File: src/rtl/core/parp_pkg.sv
package parp_pkg;

   localparam int RING_DEPTH_DEFAULT = 1024;
   localparam int PHASE_WRAP = 6250;
   localparam logic [7:0] SILENCE_FLIP = 8'h80;

   localparam int OP_W = 3;
   localparam int ADDR_W = 10;
   localparam int BYTE_W = 8;
   localparam int POS_W = 10;
   localparam int RATE_W = 13;
   localparam int STEP_W = 3;
   localparam int OFFS_W = 2;
   localparam int ACC_W = 13;
   localparam int CSR_IDX_W = 3;
   localparam int CSR_DATA_W = 13;

   localparam logic [RATE_W-1:0] RATE_STEP_RESET = 13'd4410;
   localparam logic [STEP_W-1:0] STEP_SIZE_RESET = 3'd0;
   localparam logic [OFFS_W-1:0] LEFT_OFFSET_RESET = 2'd0;
   localparam logic [OFFS_W-1:0] RIGHT_OFFSET_RESET = 2'd2;
   localparam logic [BYTE_W-1:0] SAMPLE_BIAS_RESET = 8'd128;

   typedef enum logic [OP_W-1:0] {
      OP_TICK    = 3'd0,
      OP_WRITE   = 3'd1,
      OP_LEVEL   = 3'd2,
      OP_MUTE    = 3'd3,
      OP_RESUME  = 3'd4,
      OP_RESTART = 3'd5
   } op_type;

   typedef enum logic [CSR_IDX_W-1:0] {
      CSR_RATE_STEP    = 3'd0,
      CSR_STEP_SIZE    = 3'd1,
      CSR_LEFT_OFFSET  = 3'd2,
      CSR_RIGHT_OFFSET = 3'd3,
      CSR_SAMPLE_BIAS  = 3'd4
   } csr_index_type;

   typedef enum logic [1:0] {
      WT_ADDR,
      WT_LEFT,
      WT_RIGHT,
      WT_FILL
   } wr_target_type;

   typedef struct packed {
      logic          load_item;
      logic          rd_en;
      logic          rd_right;
      logic          cap_left;
      logic          wr_en;
      wr_target_type wr_target;
      logic          fill_begin;
      logic          finish;
   } parp_cmd_type;

   typedef struct packed {
      logic fill_last;
      logic out_free;
   } parp_stat_type;

endpackage

File: src/rtl/core/parp_ctrl.sv
module parp_ctrl
   import parp_pkg::*;
(
   input  logic             clock,
   input  logic             reset,
   input  logic             req_valid,
   input  logic [OP_W-1:0]  req_op,
   output logic             req_ready,
   output parp_cmd_type     cmd,
   input  parp_stat_type    stat
);

   typedef enum logic [3:0] {
      S_CLEAR,
      S_IDLE,
      S_RD_L,
      S_RD_R,
      S_WR_A,
      S_WR_L,
      S_WR_R,
      S_FILL,
      S_DONE
   } state_type;

   state_type state_ff;
   state_type state_in;

   always_comb begin
      state_in = state_ff;
      cmd = '0;
      req_ready = 1'b0;
      case (state_ff)
         S_CLEAR: begin
            cmd.wr_en = 1'b1;
            cmd.wr_target = WT_FILL;
            if (stat.fill_last) state_in = S_IDLE;
         end
         S_IDLE: begin
            req_ready = 1'b1;
            if (req_valid) begin
               cmd.load_item = 1'b1;
               case (op_type'(req_op))
                  OP_TICK:         state_in = S_RD_L;
                  OP_WRITE:        state_in = S_WR_A;
                  OP_LEVEL,
                  OP_MUTE:         state_in = S_WR_L;
                  OP_RESTART: begin
                     cmd.fill_begin = 1'b1;
                     state_in = S_FILL;
                  end
                  default:         state_in = S_DONE;
               endcase
            end
         end
         S_RD_L: begin
            cmd.rd_en = 1'b1;
            state_in = S_RD_R;
         end
         S_RD_R: begin
            cmd.rd_en = 1'b1;
            cmd.rd_right = 1'b1;
            cmd.cap_left = 1'b1;
            state_in = S_DONE;
         end
         S_WR_A: begin
            cmd.wr_en = 1'b1;
            cmd.wr_target = WT_ADDR;
            state_in = S_DONE;
         end
         S_WR_L: begin
            cmd.wr_en = 1'b1;
            cmd.wr_target = WT_LEFT;
            state_in = S_WR_R;
         end
         S_WR_R: begin
            cmd.wr_en = 1'b1;
            cmd.wr_target = WT_RIGHT;
            state_in = S_DONE;
         end
         S_FILL: begin
            cmd.wr_en = 1'b1;
            cmd.wr_target = WT_FILL;
            if (stat.fill_last) state_in = S_DONE;
         end
         S_DONE: begin
            // hold until the result register can take the transfer
            if (stat.out_free) begin
               cmd.finish = 1'b1;
               state_in = S_IDLE;
            end
         end
         default: state_in = S_IDLE;
      endcase
   end

   always_ff @(posedge clock) begin
      if (reset) begin
         state_ff <= S_CLEAR;
      end else begin
         state_ff <= state_in;
      end
   end

endmodule

File: config.mk
export PLATFORM = sky130hd
export DESIGN_NAME = parp_ctrl
export DESIGN_NICKNAME = d
export VERILOG_FILES = /design/src/rtl/core/parp_pkg.sv /design/src/rtl/core/parp_ctrl.sv
export SDC_FILE = /design/constraint.sdc
export NUM_CORES = 1
export LEC_CHECK = 0
export ABC_AREA = 1
export BUFFER_PORTS_ARGS = -buffer_cell sky130_fd_sc_hd__buf_2
export CAP_MARGIN = 10
export CORE_AREA = 2 2 39 41
export CTS_BUF_LIST = sky130_fd_sc_hd__clkbuf_2 sky130_fd_sc_hd__clkbuf_4 sky130_fd_sc_hd__clkbuf_8
export DETAILED_ROUTE_END_ITERATION = 16
export DIE_AREA = 0 0 41 43
export PLACE_DENSITY_LB_ADDON = 0.1
export SLEW_MARGIN = 10
export SYNTH_ARGS = -nofsm -noshare
export SYNTH_HDL_FRONTEND = slang
export SYNTH_SLANG_ARGS = --single-unit
File: constraint.sdc
create_clock -name clock -period 3.35 [get_ports clock]
set_input_delay 0.1675 -clock clock [delete_from_list [all_inputs] [get_ports clock]]
set_output_delay 0.1675 -clock clock [all_outputs]
set_load 0.05 [all_outputs]
* After elaboration in Yosys (flattened, before gate mapping)
Cells that the tools add are included.
Storage, ports and cells: flip-flop bits (word level) 4, latch bits 0, RAM bits 0, memory bits (read-only) 0, output and inout port bits 10, logic and storage cells 41, memories kept 0
Operators by class: $add $sub $neg 0, $mul 0, divide/modulo/power cells 0, magnitude comparators 0, eq/ne operators 16, shifts and indexed selects 0, multiplexer cells 17, bitwise logic cells 0, reduce and logical (&&, ||, !) cells 7
Operator list (count):
- $pmux 4 s7 | 1
- $eq 4x3->1 const B | 4
- $mux 4 | 4
- $pmux 4 s4 | 1
- $pmux 3 s4 | 1
- $mux 1 | 9
- $eq 4x2->1 const B | 2
- $ne 2x2->1 const B | 4
- $eq 3x2->1 const B | 2
- $reduce_or 2->1 | 3
- $eq 4x1->1 const B | 1
- $eq 4x4->1 const B | 1
- $logic_not 4->1 | 1
- $reduce_and 4->1 | 1
- $eq 3x1->1 const B | 1
- $eq 3x3->1 const B | 1
- $logic_not 3->1 | 1
- $reduce_or 3->1 | 1
- $mux 2 | 1

* Longest topological paths before layout
depth after elaboration 5, mapped depth 9, mapped depth without buffers 9

* Worst setup path before layout
Ideal clock, no wire load.
kind reg2out, start point reg state_ff[1], end point out cmd[1] (netlist name), arrival time 2387 ps, slack 796 ps, stages on the path, launching flop included 6, cell sequence dfxtp_1 > inv_1 > nand2_2 > nor2_4 > inv_1 > nor4_1
RTL lines:
- start, declared | line parp_ctrl.sv:25 | state_type state_ff;
- start signal, assigned | line parp_ctrl.sv:100 | state_ff <= state_in;
- end, declared | line parp_ctrl.sv:9 | output parp_cmd_type cmd,

==> results.py <==
metrics = {
    "grt": {
        "overflow": 0,
        "grt_max_degree": 8,
        "grt_pass1_vias": 424,
        "grt_pass1_wl_mm": 1.58,
        "grt_usage": 0.132,
        "antenna_found_initial": 0,
    },
    "logic_synthesis": {
        "synth_top_family_by_area": "simple AND/OR/NAND/NOR gates",
        "synth_seq_area_share": 0.196,
        "synth_xor_area_frac": 0,
        "synth_simple_gate_area_frac": 0.535,
        "synth_compound_area_frac": 0.122,
        "synth_warnings": 0,
        "synth-seq-cells": 4,
        "synth_area_per_cell_um2": 5.11,
        "syn-num-nets": 88,
        "yosysUniqueCellTypes": 14,
        "netlist_instances": 80,
        "synthMuxAreaShare": 0,
        "synthAdderAreaFrac": 0,
        "netlist_area_um2": 409,
    },
    "timing": {
        "tns_ps": 0,
        "setup_viol": 0,
        "final-hold-violation-count": 0,
        "fin_worst_hold_slack_ps": 133,
        "slew_violations": 0,
        "fin_crit_sh": 0.481,
        "layout_setup_ws_ps": 1740,
        "rsz0062_at_grt": "false",
        "fmax_mhz": 621,
        "tightestPinTransition_ps": 285,
        "fin_worst_skew_ps": 2.18,
        "min_period_ps": 1610,
        "slew-limit-headroom": 0.809,
    },
    "cts": {
        "cts_resized": 0,
        "cts_hold_buf": 0,
        "cts_tree": "yes",
        "clkTransAtPathRegs_ps": 40,
        "insertion_delay_ps": 230,
        "htree_levels": 1,
        "cts_buffers": 3,
        "clkSinkCount": 4,
        "clock_path_buffers": 2,
        "cts_setup_buffers": 0,
        "cts_root_buf": "clkbuf_4",
    },
    "power": {
        "p_switching_uw": 345,
        "leakagePower_uw": 0.000316,
        "intPower_uw": 199,
        "power_frac_comb": 0.750,
        "swShare": 0.634,
        "p_per_area_nw_per_um2": 1030,
        "power_frac_seq": 0.139,
        "peakVddDrop_mv": 0.399,
        "clockPowerShare": 0.111,
    },
    "layout": {
        "final_common_cell": "nand2_1",
        "final_area_um2": 529,
        "antennaDiodeCount": 0,
        "final_nets": 109,
        "largest_reg_flops": 4,
        "finalNonFillerCells": 115,
        "biggestRegsByFlops": "state_ff x4",
        "top_register": "state_ff",
        "area_growth_pct": 29.4,
        "drive_gt1_frac": 0.263,
        "most-common-layout-cells": "nand2_1 (23), buf_2 (17), nor2_1 (16), inv_1 (12)",
    },
    "route": {
        "drtIter0Drc": 10,
        "avgViaCountPerCell": 4.39,
        "wl_per_cell_um": 8.73,
        "detail_route.first_pass.iterations": 4,
        "wirelength_mm": 1.00,
        "drc": 0,
        "ant_nets": 0,
        "vias": 505,
    },
    "critical_path": {
        "critPathLaunch": "state_ff[1]",
        "reg2reg_from": "state_ff[0]",
        "path_class": "reg2out",
        "crit_arrival_ps": 1440,
        "start_kind": "flop",
        "required_ps": 3180,
        "path_max_fanout": 6,
        "end_kind": "output pin",
    },
    "placement": {
        "placed_cell_area_um2": 507,
        "place_ws_ps": 1990,
        "io_buffers": 17,
        "place_hpwl_um": 830,
        "gp_congestion": 0.776,
        "dp_cells": 112,
    },
    "job": {
        "maxCapViolCount": 0,
    },
    "worst_hold_path": {
        "hold_start": "reset",
        "holdCritPathClass": "in2reg",
    },
    "floorplan": {
        "die_h_um": 43,
        "start_util": 0.296,
        "die_x_um": 41,
        "rows": 14,
        "ioPinCount": 18,
        "coreArea_um2": 1380,
        "dieArea_um2": 1760,
    },
    "status": {
        "status": "finished clean",
    },
}
## power groups by stage
stage                     clock network (µW)  logic [µW]  registers, µW
after floorplan                            0         333           73.3
after CTS                               62.5         411           75.3
after global placement                     0         412           76.3
after global routing                    64.0         450           77.8
final                                   60.4         408           75.8
after detailed placement                   0         409           75.9
## logic make-up (layout without fill, tap and decap cells)
group | after synthesis | after routing
AND/OR/NAND/NOR | 51 | 51
AO/OA/AOI/OAI | 10 | 10
buffers and inverters | 15 | 34
flip-flops | 4 | 4
## worst max-delay path, cell delays in order, from the launching register on
cell and delay (ps):
dfxtp_1 330, inv_1 100, nand2_2 90, nor2_4 170, inv_1 70, nor4_1 150, buf_2 300
## path summary, 6_finish.rpt
path,endpoint,slack (ps),cells past startpoint
setup / recovery,cmd[1],1740,6
hold / removal,state_ff[3],130,2
setup reg to reg,state_ff[0],2110,8
hold reg to reg,state_ff[0],650,4
## metal layers
| metal | share of wire | GRT usage | up-vias |
|---|---|---|---|
| met3 | 0.044 | 0.0314 | 0 |
| met2 | 0.46 | 0.200 | 11 |
| met1 | 0.50 | 0.167 | 209 |
| met4 | 0 | 0.0600 | 0 |
| li1 | - | - | 285 |
| met5 | 0 | 0 | - |
## cells in the mapped netlist
library cell  number  area, µm²
a21oi_1            3       15.0
buf_4              1       7.51
dfxtp_1            4       80.1
inv_1             12       45.0
inv_2              2       7.51
nand2_1           23       86.3
nand2_2            2       12.5
nand3_1            6       30.0
nor2_1            16       60.1
nor2_2             1       6.26
nor2_4             1       11.3
nor4_1             2       12.5
o21ai_0            6       30.0
o21ai_1            1       5.00
## per-stage QoR
stage                     utilization  power (µW)
final                           0.382         545
after global routing            0.382         592
after CTS                       0.382         549
after detailed placement        0.366         485
after global placement          0.366         488
after floorplan                     -         406
## cell type report
cell class | count | area (µm²)
Sequential cell | 4 | 80.1
Tap cell | 16 | 20.0
Clock buffer | 3 | 22.5
Timing Repair Buffer | 17 | 85.1
Multi-Input combinational cell | 61 | 269
Inverter | 14 | 52.6
Fill cell | 165 | 855
Note: power is estimated with default switching activity, not from simulation.
